**config.mk**
```make
export PLATFORM = sky130hd
export DESIGN_NAME = status_led_pattern_generator
export DESIGN_NICKNAME = d
export VERILOG_FILES = /design/src/slpg_pkg.sv /design/src/status_led_pattern_generator.sv
export VERILOG_INCLUDE_DIRS = /design/src /design/src/src
export SDC_FILE = /design/constraint.sdc
export NUM_CORES = 1
export LEC_CHECK = 0
export BUFFER_PORTS_ARGS = -buffer_cell sky130_fd_sc_hd__buf_2
export CORE_MARGIN = 2
export CORE_UTILIZATION = 63
export CTS_BUF_LIST = sky130_fd_sc_hd__clkbuf_8 sky130_fd_sc_hd__clkbuf_16
export CTS_CLUSTER_SIZE = 16
export DETAILED_ROUTE_END_ITERATION = 7
export PLACE_DENSITY_LB_ADDON = 0.12
export RECOVER_POWER = 50
export SYNTH_ARGS = -nofsm -noshare
export SYNTH_HDL_FRONTEND = slang
export SYNTH_SLANG_ARGS = --single-unit
```
**constraint.sdc**
```tcl
create_clock -name i_clk -period 4.7 [get_ports i_clk]
set_input_delay 0.94 -clock i_clk [delete_from_list [all_inputs] [get_ports i_clk]]
set_output_delay 0.94 -clock i_clk [all_outputs]
set_load 0.005 [all_outputs]
```
**src/status_led_pattern_generator_assert.svh**
```systemverilog
// Assertion macros for the status LED pattern generator.
`ifndef STATUS_LED_PATTERN_GENERATOR_ASSERT_SVH
`define STATUS_LED_PATTERN_GENERATOR_ASSERT_SVH

// Checks that the consequent holds in the same cycle as the antecedent.
`define SLPG_ASSERT_NOW(label, ante, cons) \
    label: assert property (@(posedge i_clk) disable iff (!i_rst_n) (ante) |-> (cons)) \
        else $error("status LED pattern check failed");

// Checks that the consequent holds in the cycle after the antecedent.
`define SLPG_ASSERT_NEXT(label, ante, cons) \
    label: assert property (@(posedge i_clk) disable iff (!i_rst_n) (ante) |=> (cons)) \
        else $error("status LED pattern check failed");

`endif

```
**src/slpg_pkg.sv**
```systemverilog
// Types and constants shared by the status LED pattern generator.
package slpg_pkg;

    localparam int TIME_W = 32;
    localparam int CNT_W = $clog2(TIME_W);
    localparam int HALF_W = 16;
    localparam int FLASH_LEFT_W = 10;
    localparam int CFG_IDX_W = 3;
    localparam int CFG_DATA_W = 16;

    typedef enum logic [1:0] {
        ST_IDLE,
        ST_DIV,
        ST_EVAL,
        ST_HOLD
    } t_state;

    localparam logic [1:0] KIND_TICK = 2'd0;
    localparam logic [1:0] KIND_MODE = 2'd1;
    localparam logic [1:0] KIND_ACT = 2'd2;
    localparam logic [1:0] KIND_FLASH = 2'd3;

    localparam logic [1:0] MODE_NETWORK = 2'd0;
    localparam logic [1:0] MODE_SERVER = 2'd1;
    localparam logic [1:0] MODE_IDLE = 2'd2;

    localparam logic [1:0] ACT_NONE = 2'd0;
    localparam logic [1:0] ACT_BUTTON = 2'd1;
    localparam logic [1:0] ACT_SHORT = 2'd2;
    localparam logic [1:0] ACT_LONG = 2'd3;

    localparam logic [CFG_IDX_W-1:0] CFG_ACTIVE_LOW = 3'd0;
    localparam logic [CFG_IDX_W-1:0] CFG_FAST_HALF = 3'd1;
    localparam logic [CFG_IDX_W-1:0] CFG_SLOW_HALF = 3'd2;
    localparam logic [CFG_IDX_W-1:0] CFG_IDLE_PERIOD = 3'd3;
    localparam logic [CFG_IDX_W-1:0] CFG_IDLE_BLIP = 3'd4;
    localparam logic [CFG_IDX_W-1:0] CFG_STROBE_HALF = 3'd5;
    localparam logic [CFG_IDX_W-1:0] CFG_FLASH_HALF = 3'd6;

    localparam logic [HALF_W-1:0] RST_FAST_HALF = 16'd100;
    localparam logic [HALF_W-1:0] RST_SLOW_HALF = 16'd600;
    localparam logic [HALF_W-1:0] RST_IDLE_PERIOD = 16'd4000;
    localparam logic [HALF_W-1:0] RST_IDLE_BLIP = 16'd40;
    localparam logic [HALF_W-1:0] RST_STROBE_HALF = 16'd60;
    localparam logic [HALF_W-1:0] RST_FLASH_HALF = 16'd120;

endpackage

```
**src/status_led_pattern_generator.sv**
```systemverilog
// Status LED pattern generator: tick and command processing with a bit-serial divider.
//
//  channel  | direction | handshake                  | payload
//  ---------+-----------+----------------------------+--------------------------------------
//  item in  | input     | i_in_valid / o_in_stall    | kind, mode, activity, flash count
//  item out | output    | o_out_valid / i_out_stall  | led on, pin level, pin changed
//  config   | input     | i_cfg_wr_en                | register index, register data
//
// A tick that needs the divider (square wave or idle blip) passes through ST_DIV, one dividend
// bit per cycle, then ST_EVAL and ST_HOLD before its result is loaded into the output register.
// Commands and ticks decided without a division go from ST_IDLE to ST_HOLD, then to the output register.
// One item is in work at a time; the output register lets a new item enter while a result waits.
// Reset is synchronous and loads the default register values and the idle mode.
// A stalled result holds in the output register, and the engine waits if it is still full.
`include "status_led_pattern_generator_assert.svh"

module status_led_pattern_generator (
    input  logic                             i_clk,
    input  logic                             i_rst_n,
    input  logic                             i_in_valid,
    output logic                             o_in_stall,
    input  logic [1:0]                       i_kind,
    input  logic [1:0]                       i_mode_value,
    input  logic [1:0]                       i_activity_value,
    input  logic [7:0]                       i_flash_count,
    output logic                             o_out_valid,
    input  logic                             i_out_stall,
    output logic                             o_led_on,
    output logic                             o_pin_level,
    output logic                             o_pin_changed,
    input  logic                             i_cfg_wr_en,
    input  logic [slpg_pkg::CFG_IDX_W-1:0]   i_cfg_index,
    input  logic [slpg_pkg::CFG_DATA_W-1:0]  i_cfg_data
);
    import slpg_pkg::*;

    t_state                  r_state, n_state;
    logic                    r_active_low;
    logic [HALF_W-1:0]       r_fast_half, r_slow_half, r_idle_period, r_idle_blip;
    logic [HALF_W-1:0]       r_strobe_half, r_flash_half;
    logic [TIME_W-1:0]       r_phase, n_phase;
    logic [TIME_W-1:0]       r_flash, n_flash;
    logic [FLASH_LEFT_W-1:0] r_flash_left, n_flash_left;
    logic [1:0]              r_mode, n_mode;
    logic [1:0]              r_activity, n_activity;
    logic                    r_last_lit, n_last_lit;
    logic [CNT_W-1:0]        r_cnt, n_cnt;
    logic                    r_out_valid, n_out_valid;

    logic [TIME_W-1:0]       r_dvd, n_dvd;
    logic [HALF_W-1:0]       r_dsr, n_dsr;
    logic [HALF_W-1:0]       r_rem, n_rem;
    logic                    r_qbit, n_qbit;
    logic                    r_sel_idle, n_sel_idle;
    logic                    r_hold_lit, n_hold_lit;
    logic                    r_hold_chg, n_hold_chg;
    logic                    r_out_led, n_out_led;
    logic                    r_out_pin, n_out_pin;
    logic                    r_out_chg, n_out_chg;

    logic                    accept;
    logic                    load_out;
    logic [TIME_W-1:0]       phase_inc, flash_inc;
    logic [FLASH_LEFT_W-1:0] left_dec;
    logic [HALF_W:0]         rem_sh;
    logic                    rem_ge;
    logic                    v_lit, v_start_div, v_idle_sel;
    logic [HALF_W-1:0]       v_half;

    assign accept = i_in_valid && (r_state == ST_IDLE);
    assign load_out = (r_state == ST_HOLD) && (!r_out_valid || !i_out_stall);
    assign phase_inc = r_phase + TIME_W'(1);
    assign flash_inc = r_flash + TIME_W'(1);
    assign left_dec = r_flash_left - FLASH_LEFT_W'(1);
    assign rem_sh = {r_rem, r_dvd[TIME_W-1]};
    assign rem_ge = rem_sh >= {1'b0, r_dsr};

    always_comb begin
        n_state = r_state;
        n_phase = r_phase;
        n_flash = r_flash;
        n_flash_left = r_flash_left;
        n_mode = r_mode;
        n_activity = r_activity;
        n_last_lit = r_last_lit;
        n_cnt = r_cnt;
        n_dvd = r_dvd;
        n_dsr = r_dsr;
        n_rem = r_rem;
        n_qbit = r_qbit;
        n_sel_idle = r_sel_idle;
        n_hold_lit = r_hold_lit;
        n_hold_chg = r_hold_chg;
        n_out_led = r_out_led;
        n_out_pin = r_out_pin;
        n_out_chg = r_out_chg;
        n_out_valid = r_out_valid;
        v_lit = r_last_lit;
        v_start_div = 1'b0;
        v_idle_sel = 1'b0;
        v_half = r_fast_half;

        if (r_out_valid && !i_out_stall) begin
            n_out_valid = 1'b0;
        end

        unique case (r_state)
            ST_IDLE: begin
                if (accept) begin
                    case (i_kind)
                        KIND_TICK: begin
                            n_phase = phase_inc;
                            n_flash = flash_inc;
                            if ((r_activity == ACT_BUTTON) || (r_activity == ACT_SHORT)) begin
                                v_lit = 1'b1;
                            end else if (r_activity == ACT_LONG) begin
                                v_start_div = 1'b1;
                                v_half = r_strobe_half;
                            end else if (r_flash_left != '0) begin
                                if (flash_inc >= TIME_W'(r_flash_half)) begin
                                    n_flash = '0;
                                    n_flash_left = left_dec;
                                    if (left_dec == '0) begin
                                        n_phase = '0;
                                    end
                                    v_lit = (left_dec != '0) && !left_dec[0];
                                end else begin
                                    v_lit = !r_flash_left[0];
                                end
                            end else begin
                                v_start_div = 1'b1;
                                if (r_mode == MODE_NETWORK) begin
                                    v_half = r_fast_half;
                                end else if (r_mode == MODE_SERVER) begin
                                    v_half = r_slow_half;
                                end else begin
                                    v_half = r_idle_period;
                                    v_idle_sel = 1'b1;
                                end
                            end
                        end
                        KIND_MODE: begin
                            if ((i_mode_value <= MODE_IDLE) && (i_mode_value != r_mode)) begin
                                n_mode = i_mode_value;
                                n_phase = '0;
                            end
                        end
                        KIND_ACT: begin
                            if (i_activity_value != r_activity) begin
                                n_activity = i_activity_value;
                                n_phase = '0;
                            end
                        end
                        default: begin
                            n_flash_left = {1'b0, i_flash_count, 1'b1};
                            n_flash = '0;
                        end
                    endcase

                    if (v_start_div) begin
                        n_dvd = phase_inc;
                        n_dsr = (v_half == '0) ? HALF_W'(1) : v_half;
                        n_rem = '0;
                        n_cnt = '0;
                        n_sel_idle = v_idle_sel;
                        n_state = ST_DIV;
                    end else begin
                        n_hold_lit = v_lit;
                        n_hold_chg = v_lit ^ r_last_lit;
                        n_last_lit = v_lit;
                        n_state = ST_HOLD;
                    end
                end
            end
            ST_DIV: begin
                n_dvd = {r_dvd[TIME_W-2:0], 1'b0};
                n_qbit = rem_ge;
                n_rem = rem_ge ? HALF_W'(rem_sh - {1'b0, r_dsr}) : HALF_W'(rem_sh);
                if (r_cnt == CNT_W'(TIME_W - 1)) begin
                    n_cnt = '0;
                    n_state = ST_EVAL;
                end else begin
                    n_cnt = r_cnt + CNT_W'(1);
                end
            end
            ST_EVAL: begin
                v_lit = r_sel_idle ? (r_rem < r_idle_blip) : !r_qbit;
                n_hold_lit = v_lit;
                n_hold_chg = v_lit ^ r_last_lit;
                n_last_lit = v_lit;
                n_state = ST_HOLD;
            end
            ST_HOLD: begin
                if (load_out) begin
                    n_out_led = r_hold_lit;
                    n_out_pin = r_hold_lit ^ r_active_low;
                    n_out_chg = r_hold_chg;
                    n_out_valid = 1'b1;
                    n_state = ST_IDLE;
                end
            end
            default: begin
                n_state = ST_IDLE;
            end
        endcase
    end

    always_ff @(posedge i_clk) begin
        if (!i_rst_n) begin
            r_state <= ST_IDLE;
            r_phase <= '0;
            r_flash <= '0;
            r_flash_left <= '0;
            r_mode <= MODE_IDLE;
            r_activity <= ACT_NONE;
            r_last_lit <= 1'b0;
            r_cnt <= '0;
            r_out_valid <= 1'b0;
        end else begin
            r_state <= n_state;
            r_phase <= n_phase;
            r_flash <= n_flash;
            r_flash_left <= n_flash_left;
            r_mode <= n_mode;
            r_activity <= n_activity;
            r_last_lit <= n_last_lit;
            r_cnt <= n_cnt;
            r_out_valid <= n_out_valid;
        end
    end

    always_ff @(posedge i_clk) begin
        if (!i_rst_n) begin
            r_active_low <= 1'b0;
            r_fast_half <= RST_FAST_HALF;
            r_slow_half <= RST_SLOW_HALF;
            r_idle_period <= RST_IDLE_PERIOD;
            r_idle_blip <= RST_IDLE_BLIP;
            r_strobe_half <= RST_STROBE_HALF;
            r_flash_half <= RST_FLASH_HALF;
        end else if (i_cfg_wr_en) begin
            unique case (i_cfg_index)
                CFG_ACTIVE_LOW:  r_active_low <= i_cfg_data[0];
                CFG_FAST_HALF:   r_fast_half <= i_cfg_data;
                CFG_SLOW_HALF:   r_slow_half <= i_cfg_data;
                CFG_IDLE_PERIOD: r_idle_period <= i_cfg_data;
                CFG_IDLE_BLIP:   r_idle_blip <= i_cfg_data;
                CFG_STROBE_HALF: r_strobe_half <= i_cfg_data;
                CFG_FLASH_HALF:  r_flash_half <= i_cfg_data;
                default: begin
                end
            endcase
        end
    end

    always_ff @(posedge i_clk) begin
        r_dvd <= n_dvd;
        r_dsr <= n_dsr;
        r_rem <= n_rem;
        r_qbit <= n_qbit;
        r_sel_idle <= n_sel_idle;
        r_hold_lit <= n_hold_lit;
        r_hold_chg <= n_hold_chg;
        r_out_led <= n_out_led;
        r_out_pin <= n_out_pin;
        r_out_chg <= n_out_chg;
    end

    assign o_in_stall = (r_state != ST_IDLE);
    assign o_out_valid = r_out_valid;
    assign o_led_on = r_out_led;
    assign o_pin_level = r_out_pin;
    assign o_pin_changed = r_out_chg;

    `SLPG_ASSERT_NEXT(a_busy_after_accept, i_in_valid && !o_in_stall, o_in_stall)
    `SLPG_ASSERT_NOW(a_cnt_idle_outside_div, r_state != ST_DIV, r_cnt == '0)
    `SLPG_ASSERT_NOW(a_hold_matches_last, r_state == ST_HOLD, r_hold_lit == r_last_lit)

endmodule

```
# [Word level (Yosys, flattened, before mapping)]
# Index checks and enable logic that the tools add are counted.
[classes] mux=66 n_lt_le_gt_ge=4 eq_ne=29 shifts=0 n_addsub=5 bitwise=5 div=0 n_reduce_logical=43 n_mul=0
[op_table] operator="$mux 32" count=13
[op_table] operator="$mux 16" count=11
[op_table] operator="$pmux 32 s2" count=2
[op_table] operator="$pmux 32 s3" count=1
[op_table] operator="$add 32x1->32 const B" count=2
[op_table] operator="$mux 10" count=4
[op_table] operator="$ge 32x16->1" count=1
[op_table] operator="$pmux 16 s2" count=1
[op_table] operator="$mux 1" count=22
[op_table] operator="$ne 2x2->1 const B" count=10
[op_table] operator="$pmux 10 s2" count=1
[op_table] operator="$reduce_bool 10->1" count=2
[op_table] operator="$ge 17x16->1" count=1
[op_table] operator="$logic_not 16->1" count=1
[op_table] operator="$lt 16x16->1" count=1
[op_table] operator="$reduce_and 2->1" count=8
[op_table] operator="$sub 16x16->16" count=1
[op_table] operator="$mux 5" count=3
[op_table] operator="$reduce_and 3->1" count=5
[op_table] operator="$eq 2x2->1 const B" count=5
[op_table] operator="$logic_not 10->1" count=1
[op_table] operator="$pmux 5 s2" count=1
[op_table] operator="$sub 10x1->10 const B" count=1
[op_table] operator="$eq 3x3->1 const B" count=3
[op_table] operator="other kinds (25)" count=51
[totals] output_inout_bits=5 ram_bits=0 register_bits=255 rom_bits=0 latchBits=0 in_bits=38 memories=0

# [Depth between registers and ports, before layout]
# Gate-level depths: netlist of run 1.
[logic_depth] word_depth=14 ltp_mapped=19 depth_no_buf=16

# [Worst setup path before layout of run 1]
# Ideal clock, no wire load.
[synth_timing] kind="in2reg" from="input i_kind[0]" to="register r_cnt[2]" arrival_ns=4.358 setup_time_ns=0.065 setup_slack_ns=0.277 path_stages=13 path_buffers=1 cell_sequence="inv_1 ha_1 clkbuf_1 inv_1 nor2_1 nand2_1 nor2_1 a21oi_1 inv_1 nand2_1 nor3b_1 a21oi_1 nor2_1"
[synth_via] elab_chain_len=6
[synth_rtl] element="from (decl)" line_no="status_led_pattern_generator.sv:22" rtl="input logic [1:0] i_kind,"
[synth_rtl] element="$logic_not 2->1" line_no="status_led_pattern_generator.sv:110" rtl="case (i_kind)"
[synth_rtl] element="$mux 1" line_no="status_led_pattern_generator.sv:110"
[synth_rtl] element="$mux 1" line_no="status_led_pattern_generator.sv:109" rtl="if (accept) begin"
[synth_rtl] element="$mux 1" line_no="status_led_pattern_generator.sv:107" rtl="unique case (r_state)"
[synth_rtl] element="$ne 2x1->1 (no line)"
[synth_rtl] element="$reduce_and 3->1 (no line)"
[synth_rtl] element="to (signal assigned)" line_no="status_led_pattern_generator.sv:227" rtl="r_cnt <= n_cnt;"
[synth_rtl] element="to (decl)" line_no="status_led_pattern_generator.sv:47" rtl="logic [CNT_W-1:0] r_cnt, n_cnt;"
# No other way between the ends. The select of a mux whose other input is x is not followed.
# A chain may end at the register's enable or synchronous reset.

# [Worst setup path in the final report of run 1]
[layout_timing] from="register r_flash[0]" to="register r_phase[19]"
[layout_via] elab_chain_len=7
[layout_rtl] element="from (decl)" line_no="status_led_pattern_generator.sv:42" rtl="logic [TIME_W-1:0] r_flash, n_flash;"
[layout_rtl] element="from (signal assigned)" line_no="status_led_pattern_generator.sv:222" rtl="r_flash <= n_flash;"
[layout_rtl] element="$add 32x1->32" line_no="status_led_pattern_generator.sv:73" rtl="assign flash_inc = r_flash + TIME_W'(1);"
[layout_rtl] element="$ge 32x16->1" line_no="status_led_pattern_generator.sv:120" rtl="if (flash_inc >= TIME_W'(r_flash_half)) begin"
[layout_rtl] element="$mux 32" line_no="status_led_pattern_generator.sv:120"
[layout_rtl] element="$mux 32" line_no="status_led_pattern_generator.sv:119" rtl="end else if (r_flash_left != '0) begin"
[layout_rtl] element="$mux 32" line_no="status_led_pattern_generator.sv:116" rtl="end else if (r_activity == ACT_LONG) begin"
[layout_rtl] element="$mux 32" line_no="status_led_pattern_generator.sv:114" rtl="if ((r_activity == ACT_BUTTON) || (r_activity == ACT_SHORT)) begin"
[layout_rtl] element="$pmux 32 s3" line_no="status_led_pattern_generator.sv:110"
[layout_rtl] element="to (signal assigned)" line_no="status_led_pattern_generator.sv:221" rtl="r_phase <= n_phase;"
[layout_rtl] element="to (decl)" line_no="status_led_pattern_generator.sv:41" rtl="logic [TIME_W-1:0] r_phase, n_phase;"
# No other way between the ends.

==> results of run 1 <==
[synthesized netlist by cell type (11+ instances only)]
| library cell | n | area [um^2] |
|---|---|---|
| a211oi_1 | 16 | 120 |
| a21oi_1 | 136 | 681 |
| a22o_1 | 14 | 123 |
| a22oi_1 | 19 | 143 |
| a31o_2 | 15 | 131 |
| a31oi_1 | 14 | 87.6 |
| and3_1 | 20 | 125 |
| buf_1 | 14 | 52.6 |
| clkbuf_1 | 70 | 263 |
| dfxtp_1 | 184 | 3680 |
| edfxtp_1 | 71 | 2130 |
| ha_1 | 62 | 776 |
| inv_1 | 75 | 282 |
| mux2i_1 | 23 | 230 |
| nand2_1 | 353 | 1330 |
| nand2b_1 | 11 | 68.8 |
| nand3_1 | 87 | 435 |
| nand4_1 | 16 | 100 |
| nor2_1 | 94 | 353 |
| nor3_1 | 30 | 150 |
| nor4_1 | 16 | 100 |
| o211ai_1 | 16 | 120 |
| o21ai_0 | 109 | 546 |
| xnor2_1 | 39 | 342 |
| xor2_1 | 25 | 219 |
[metal layers]
| layer | share of wire (%) | vias to the layer above | global-route usage [%] |
|---|---|---|---|
| li1 | - | 5893 | - |
| met1 | 47 | 5642 | 44.0 |
| met2 | 44 | 401 | 45.6 |
| met3 | 6.9 | 73 | 4.07 |
| met4 | 2.8 | 0 | 8.89 |
| met5 | 0 | - | 0 |
[worst register-to-register path: cells and delay by family, from the launching register on]
kind	cells	cell delay (ps)
AOI/OAI and AO/OA	3	520
xor gates and xnor gates	1	200
adders and majority gates	2	550
buffers and inverters	1	220
DFF	1	420
muxes	1	110
and+or+nand+nor	9	2260
[worst paths after layout]
path | startpoint | endpoint | slack [ps] | cells past startpoint
max | r_flash[0] | r_phase[19] | 310 | 17
min | r_hold_chg | o_pin_changed | 420 | 0
max reg2reg | r_flash[0] | r_phase[19] | 310 | 17
min reg2reg | r_hold_chg | o_pin_changed | 420 | 0
[state kept, by name, summed over array words and instances (netlist names), 2 cells and up]
signal / flops
r_idle_period: 16
r_mode: 2
r_idle_blip: 16
r_dsr: 16
r_rem: 16
r_strobe_half: 16
r_phase: 32
r_flash_left: 10
r_flash_half: 16
r_flash: 32
r_cnt: 5
r_activity: 2
r_fast_half: 16
r_dvd: 32
r_slow_half: 16
r_state: 2
[power by group through the flow]
stage | Combinational, W | Sequential (W) | Clock (W)
after global routing | 0.00155 | 0.00268 | 0.00242
final | 0.00139 | 0.00266 | 0.00230
after floorplan | 0.00102 | 0.00266 | 0
after global placement | 0.00133 | 0.00270 | 0
after detailed placement | 0.00137 | 0.00270 | 0
after CTS | 0.00138 | 0.00266 | 0.00233
[layout make-up]
cell class	count	area [um^2]	share of cell area, %
clock buffer	30	717	4.77
clock inverter	20	248	1.65
inverter	76	287	1.91
multi-input combinational	1244	7240	48.2
sequential	255	5820	38.7
tap	280	350	2.33
timing repair buffer	64	357	2.37
[timing repair]
action	in CTS	in global routing
endpoints found under the setup margin	0	18
hold endpoints to repair	0	0
gates resized for setup	0	2
[per-stage QoR]
step | instance area (um^2) | cells
2_1_floorplan | 13700 | 1673
4_1_cts | 15000 | 1969
3_3_place_gp | 14100 | 1919
3_5_place_dp | 14100 | 1919
6_report | 15000 | 1969
5_1_grt | 15000 | 1969
[logic make-up (layout without fill, tap and decap cells)]
family / count (synthesis) / after routing / share of synthesized area [%]
buffers and inverters: 174 / 190 / 4.98
AND/OR/NAND/NOR: 690 / 690 / 23.1
multiplexers: 24 / 24 / 1.76
adder cells (fa/ha/maj): 63 / 63 / 5.80
XOR/XNOR: 64 / 64 / 4.08
flip-flops: 255 / 255 / 42.4
AO/OA/AOI/OAI: 403 / 403 / 17.9
==> metrics.txt, run 1 <==
Fill cells 1779; gp weighted congestion a little under 0.9; drt wl/cell between 15 and 20 um; core footprint ~22000 um^2; Slew headroom -145%; leakage power total between 5 and 6 nW; Total Die Area between 20000 and 25000 um^2; H-tree depth 1; final hold viol count 0; Starting Density 63.5%; synth warn 0; Post-Route Setup TNS 0 ps; Root Driver clkbuf_16; CP startpoint kind flip-flop; Place WS 454 ps; gr ovfl total 0; Mapped Area between 10000 and 15000 um^2; Area Growth Syn to Fin 9.40%; Synth Net Count approximately 1800; Pint 0.00441 W; peak fanout along the critical path 16; Post-synth EDFFs between 70 and 80; Psw roughly 0.0019 W; Die Wd ~150 um; final hold slack about 420 ps; # setup viols final 0; crit-path leading delay family simple AND/OR/NAND/NOR gates; CTS buffer count 27; ys async rst share 0%; clock transition at the registers of the reported paths roughly 60 ps; row cnt 54; post-synth cell types 73; Synth Flop Type dfxtp_1; layout cell share with drive strength beyond 1 7.99%; first-pass GRT wire length roughly 55 mm; TritonCTS sink count approximately 260; Max Slew Vio Count 80; max-cap violations 1; DR vias/cell roughly 6.1; worst path cell trace ha_1 -> and2_0 -> nand3_1 -> nor2_1 -> nand2_1 -> xnor2_1 -> ha_1 -> nand2_1 -> o21ai_0 -> nor2_1 -> mux2i_1 -> nor4_4 -> a31oi_2 -> buf_4 -> and2_4 -> or3_1 -> o31ai_1; Final period util about 93%; measured slew at the worst slew-check pin between 3000 and 4000 ps; Setup crit end kind flip-flop; worst setup slack after layout ~300 ps; Comb pwr share 21.8%; Flop pwr share 42.0%; nets approximately 1800; Worst Setup Path Type reg -> reg; max frequency 228 MHz; height of the die 152 um; setup bufs post-CTS 0; total power 0.00635 W; commonest non-fill, non-tap cell in the layout nand2_1; most frequent cells in the layout nand2_1 (353), dfxtp_1 (184), a21oi_1 (136); largest net degree at the start of global routing 80; drc violations 0; Crit path arrival time between 4000 and 5000 ps; Post-CTS Hold Fix Bufs 0; Largest stage delay, worst path 550 ps; vias 12000; fin crit period approximately 4400 ps; number of synthesized register bits 255; synthesized area per cell between 8 and 9 um^2; 1st-iter DRT viols just over 1000; Final Core Density slightly below 70%; Worst VDD drop between 0.3 and 0.4 mV; sum of buffers and inverters on the critical path 1; status finished, violations left; switching part of the total 30.6%; diode count 0; TritonCTS clock tree done; Crit-path slowest cell or3_1; clock latency on the worst-skew pair ~550 ps; Synth Instances between 1500 and 2000; pwr/cell area roughly 420 nW/um^2; RSZ-0062 raised after global routing false; Hold Path Class reg -> reg; number of global-route vias before repair 10900; Total GRT Usage between 20% and 30%; I/O Buffers 42; first-pass iteration count of the detailed router 5; failing checks max-capacitance violations, max-slew violations; post-route clock skew approximately 27 ps; initial antenna violation count 0; register area share after synthesis between 40% and 50%; Routed WL 34.3 mm; Detailed Place HPWL approximately 23 mm; Crit path required time roughly 5100 ps; Longest Clk Path Bufs 3; Final ANT Viol Nets 0; clock share of power 36.2%; IO Count 43
Power figures use the tool's default switching activity.
==> run 2, diff against run 1 <==
- CORE_UTILIZATION: 63 -> 57
- HOLD_SLACK_MARGIN: default -> 0.02
- SKIP_LAST_GASP: default -> 1
- clock period: 4.7 -> 3.92 ns (I/O delays scaled with it)
==> metrics.txt, run 2 (same netlist as run 1, synthesis figures left out) <==
commonest non-fill, non-tap cell in the layout nand2_1; first-pass iteration count of the detailed router 5; Critical R2R Capture r_phase[19]; core footprint between 20000 and 25000 um^2; Total Die Area 25300 um^2; Post-Route Setup TNS 0 ps; fin crit period approximately 3800 ps; clock latency on the worst-skew pair 540 ps; largest registers r_dvd: 32 flops, r_flash: 32 flops, r_phase: 32 flops; reg2reg path depth 15; TritonCTS sink count between 200 and 300; gr ovfl total 0; min-delay src r_fast_half[11]; Total GRT Usage 26.5%; drt wl/cell between 15 and 20 um; Worst Setup Path Type reg -> reg; 1st-iter DRT viols about 810; max-cap violations 4; Worst VDD drop 0.400 mV; Die Wd 159 um; leakage power total 5.82 nW; Final ANT Viol Nets 0; fin cells slightly above 2000; Setup crit end kind flip-flop; R2R Setup Slk between 90 and 100 ps; nets 1796; CP startpoint kind flip-flop; Detailed Place HPWL 23.7 mm; Hold Path Cell Cnt 2; # setup viols final 0; CTS buffer count 28; Area Growth Syn to Fin 12.1%; initial antenna violation count 5; DR vias/cell around 5.9; Crit path arrival time around 4300 ps; clock transition at the registers of the reported paths around 60 ps; drc violations 0; post-route clock skew roughly 10 ps; number of global-route vias before repair about 11000; Max Slew Vio Count 140; failing checks max-capacitance violations, max-slew violations; layout cell share with drive strength beyond 1 10.1%; r2r startpoint r_flash[6]; Slew headroom -52.2%; RSZ-0062 raised after global routing true; Placed Instances ~2000; Post-CTS Hold Fix Bufs 0; row cnt between 50 and 60; Hold Path Class reg -> reg; peak fanout along the critical path 11; Final Core Density roughly two thirds; TritonCTS clock tree done; status finished, violations left; total power around 0.0076 W; Routed WL 34.8 mm; most frequent cells in the layout nand2_1 (353), dfxtp_1 (181), a21oi_1 (135); gp weighted congestion around 0.9; final hold viol count 0; H-tree depth 1; Root Driver clkbuf_16; measured slew at the worst slew-check pin between 2000 and 2500 ps; Worst Hold Path EP r_fast_half[11]; Crit path required time between 4000 and 5000 ps; Starting Density between 50 and 60%; vias 12000; largest net degree at the start of global routing 66; height of the die approximately 160 um; first-pass GRT wire length between 50 and 60 mm; IO Count 43; max frequency ~260 MHz; I/O Buffers between 40 and 50; pwr/cell area ~490 nW/um^2; Final period util 97.7%; Longest Clk Path Bufs 3
==> run 2: cell type report <==
class | instances | area [um^2]
Sequential cell | 255 | 5820
Tap cell | 319 | 399
Antenna cell | 5 | 12.5
Clock inverter | 15 | 118
Inverter | 76 | 290
Fill cell | 2062 | 8150
Clock buffer | 36 | 833
Multi-Input combinational cell | 1244 | 7320
Timing Repair Buffer | 90 | 594
==> run 2: worst max-delay path by stage <==
| stage | endpoint | cells past startpoint | from | slack, ps |
|---|---|---|---|---|
| after global placement | r_phase[11] | 15 | r_flash[6] | 10 |
| final | r_phase[19] | 15 | r_flash[6] | 90 |
| after global routing | r_phase[19] | 15 | r_flash[6] | -80 |
| after CTS | r_phase[22] | 17 | r_flash[6] | 30 |
| after floorplan | r_cnt[2] | 13 | i_kind[0] | 90 |
| after detailed placement | r_phase[9] | 16 | r_flash[6] | -80 |
==> run 2: per-stage QoR <==
stage               setup WS (ps)  area [um^2]  hold WS, ps
finish                       90.5        15400          452
global placement             13.4        14300          441
detailed placement          -75.5        14300          447
CTS                          26.8        15300          455
global route                -80.9        15400          465
floorplan                    88.9        13700          400
==> run 2: worst max-delay path: stages (launching register included) <==
cell and delay [ps]:
dfxtp_2 360, and4_1 250, nand2_1 150, nor2_4 160, nand4_1 160, xnor2_2 180
ha_1 300, a21oi_1 140, o21ai_1 120, a2111oi_2 290, a21oi_2 140, nor4_4 350
a31oi_4 200, and2_4 240, or3_4 450, o31ai_2 230
==> run 2: repair_timing <==
action,4_1_cts,5_1_grt
gates cloned,0,1
pin swaps,0,4
endpoints found under the setup margin,12,75
resized for setup,3,19
buffers inserted,0,4
==> run 2: layer usage <==
| metal | up-vias | track usage (%) | wire (um) |
|---|---|---|---|
| met5 | - | 0 | 0 |
| met4 | 0 | 8.84 | 1100 |
| met3 | 66 | 3.13 | 1740 |
| met2 | 291 | 43.1 | 16000 |
| met1 | 5664 | 37.0 | 15900 |
| li1 | 5958 | - | - |
==> run 2: power breakdown <==
group | switching (W) | total [W] | leakage (nW) | internal [W]
clock | 0.00107 | 0.00268 | 0.505 | 0.00161
combinational | 0.00106 | 0.00168 | 3.17 | 0.000618
sequential | 0.000147 | 0.00320 | 2.15 | 0.00305
total | 0.00228 | 0.00756 | 5.82 | 0.00528
==> run 3, diff against run 2 <==
- PLACE_DENSITY: default -> 0.77
- PLACE_DENSITY_LB_ADDON: 0.12 -> default
==> metrics.txt, run 3 (same netlist as run 1, synthesis figures left out) <==
largest net degree at the start of global routing between 90 and 100; Crit path required time between 4000 and 5000 ps; vias around 12000; post-route clock skew about 9.4 ps; Die Wd 159 um; core footprint about 24000 um^2; max-cap violations 3; Placement Cell Area 14300 um^2; first-pass iteration count of the detailed router 6; Hold Path Class reg -> reg; peak fanout along the critical path 7; flip-flop and latch area ~5800 um^2; fin crit period about 3700 ps; Starting Density between 50% and 60%; CP startpoint kind flip-flop; final hold viol count 0; crit-path leading delay family compound AO/OA/AOI/OAI gates; area of the multi-input gates around 7300 um^2; 1st-iter DRT viols approximately 1100; Final ANT Viol Nets 0; clock latency on the worst-skew pair around 540 ps; total power approximately 0.0075 W; Crit-path slowest cell dfxtp_1; Setup crit end kind flip-flop; Longest Clk Path Bufs 3; commonest non-fill, non-tap cell in the layout nand2_1; Post-Route Setup TNS 0 ps; number of global-route vias before repair roughly 11000; most used cell, CP nand2_1; Total GRT Usage a little over a quarter; final instance area between 15000 and 20000 um^2; # setup viols final 0; measured slew at the worst slew-check pin about 2200 ps; Worst VDD drop between 0.4 and 0.5 mV; Max Slew Vio Count 100; drc violations 0; gr ovfl total 0; Total Die Area 25300 um^2; worst path cell trace ha_2 -> and2_0 -> nand3_2 -> nor2_2 -> nand2_1 -> xnor2_2 -> ha_1 -> nand2_1 -> nor2_1 -> o21ai_0 -> a21oi_1 -> nor4_4 -> a31oi_4 -> buf_6 -> buf_12 -> nand2_1 -> o311ai_0 -> o21ai_0; Slew headroom -44.2%; leakage power total between 5 and 6 nW; drt wl/cell about 17 um; Final period util 95.1%; status finished, violations left; Root Driver clkbuf_16; Fill cells 1988; IO Count 43; max frequency ~270 MHz; nets 1794; Crit path arrival time between 4000 and 5000 ps; clock transition at the registers of the reported paths approximately 60 ps; first-pass GRT wire length 56.1 mm; H-tree depth 1; Routed WL approximately 34 mm; Area Growth Syn to Fin 12.0%; sum of buffers and inverters on the critical path 2; gp weighted congestion approximately 0.9; largest registers r_dvd: 32 flops, r_flash: 32 flops, r_phase: 32 flops; TritonCTS sink count between 200 and 300; most frequent cells in the layout nand2_1 (352), dfxtp_1 (183), a21oi_1 (136); initial antenna violation count 0; Largest stage delay, worst path between 300 and 400 ps; diode count 0; failing checks max-capacitance violations, max-slew violations; Detailed Place HPWL around 23 mm; I/O Buffers 42; TritonCTS clock tree done; pwr/cell area between 400 and 500 nW/um^2; DR vias/cell slightly below 6; row cnt 56; layout cell share with drive strength beyond 1 around a tenth; CTS buffer count 28; height of the die around 160 um; Worst Setup Path Type reg -> reg; RSZ-0062 raised after global routing true
-- run 3: changes by cell type in the layout (fill, tap and decap cells not counted), sizes merged --
cell and change:
diode -5, buf -1, clkinv +5, clkbuf -2
inv -4
-- run 3: worst paths after layout --
kind	start	end	slack [ps]	depth (start not counted)
min reg2reg	r_hold_chg	o_pin_changed	420	0
max	r_flash[1]	r_flash_left[5]	190	18
max reg2reg	r_flash[1]	r_flash_left[5]	190	18
min	r_hold_chg	o_pin_changed	420	0
-- run 3: final cells by class --
| cell class | instances | area share, % |
|---|---|---|
| flip-flops and latches | 255 | 37.8 |
| clock inverters | 16 | 0.846 |
| multi-input cells | 1244 | 47.7 |
| well taps | 319 | 2.60 |
| inverters | 76 | 1.89 |
| clock buffers | 35 | 5.26 |
| repair buffers | 88 | 3.93 |
-- run 3: power breakdown --
part | total [W] | switching (W) | internal [W] | leakage, nW
Clock | 0.00264 | 0.00106 | 0.00158 | 0.484
Sequential | 0.00319 | 0.000141 | 0.00305 | 2.15
Combinational | 0.00168 | 0.00106 | 0.000618 | 3.15
Total | 0.00752 | 0.00227 | 0.00525 | 5.79
-- run 3: through the flow --
stage / setup WS [ps] / hold slack, ps / util (%) / std cells
floorplan: 88.9 / 400 / - / 1673
global placement: 80.5 / 407 / 60.7 / 1975
detailed placement: -102 / 411 / 60.7 / 1975
CTS: 13.1 / 422 / 64.8 / 2027
global route: -72.1 / 429 / 65.3 / 2033
finish: 191 / 421 / 65.3 / 2033
-- run 3: worst reg2reg max path, stage by stage, from the launching register on --
cell      delay, ps
dfxtp_1         380
ha_2            250
and2_0          220
nand3_2         160
nor2_2          170
nand2_1         110
xnor2_2         170
ha_1            290
nand2_1          70
nor2_1          140
o21ai_0         140
a21oi_1         250
nor4_4           80
a31oi_4         330
buf_6           180
buf_12          100
nand2_1         120
o311ai_0        310
o21ai_0         130
-- run 3: layer usage --
| metal | share of wire, % | up-vias | GRT usage [%] |
|---|---|---|---|
| met5 | 0 | - | 0 |
| met4 | 2.0 | 0 | 5.95 |
| met3 | 6.4 | 49 | 3.15 |
| met2 | 47 | 406 | 43.4 |
| met1 | 44 | 5691 | 36.6 |
| li1 | - | 5923 | - |
-- run 3: timing repair --
action	CTS	global route
endpoints found under the hold margin	0	0
hold buffers	0	0
gates cloned	0	1
buffers inserted	1	5
pin swaps	1	10
resized for setup	3	25
setup endpoints to repair	35	75
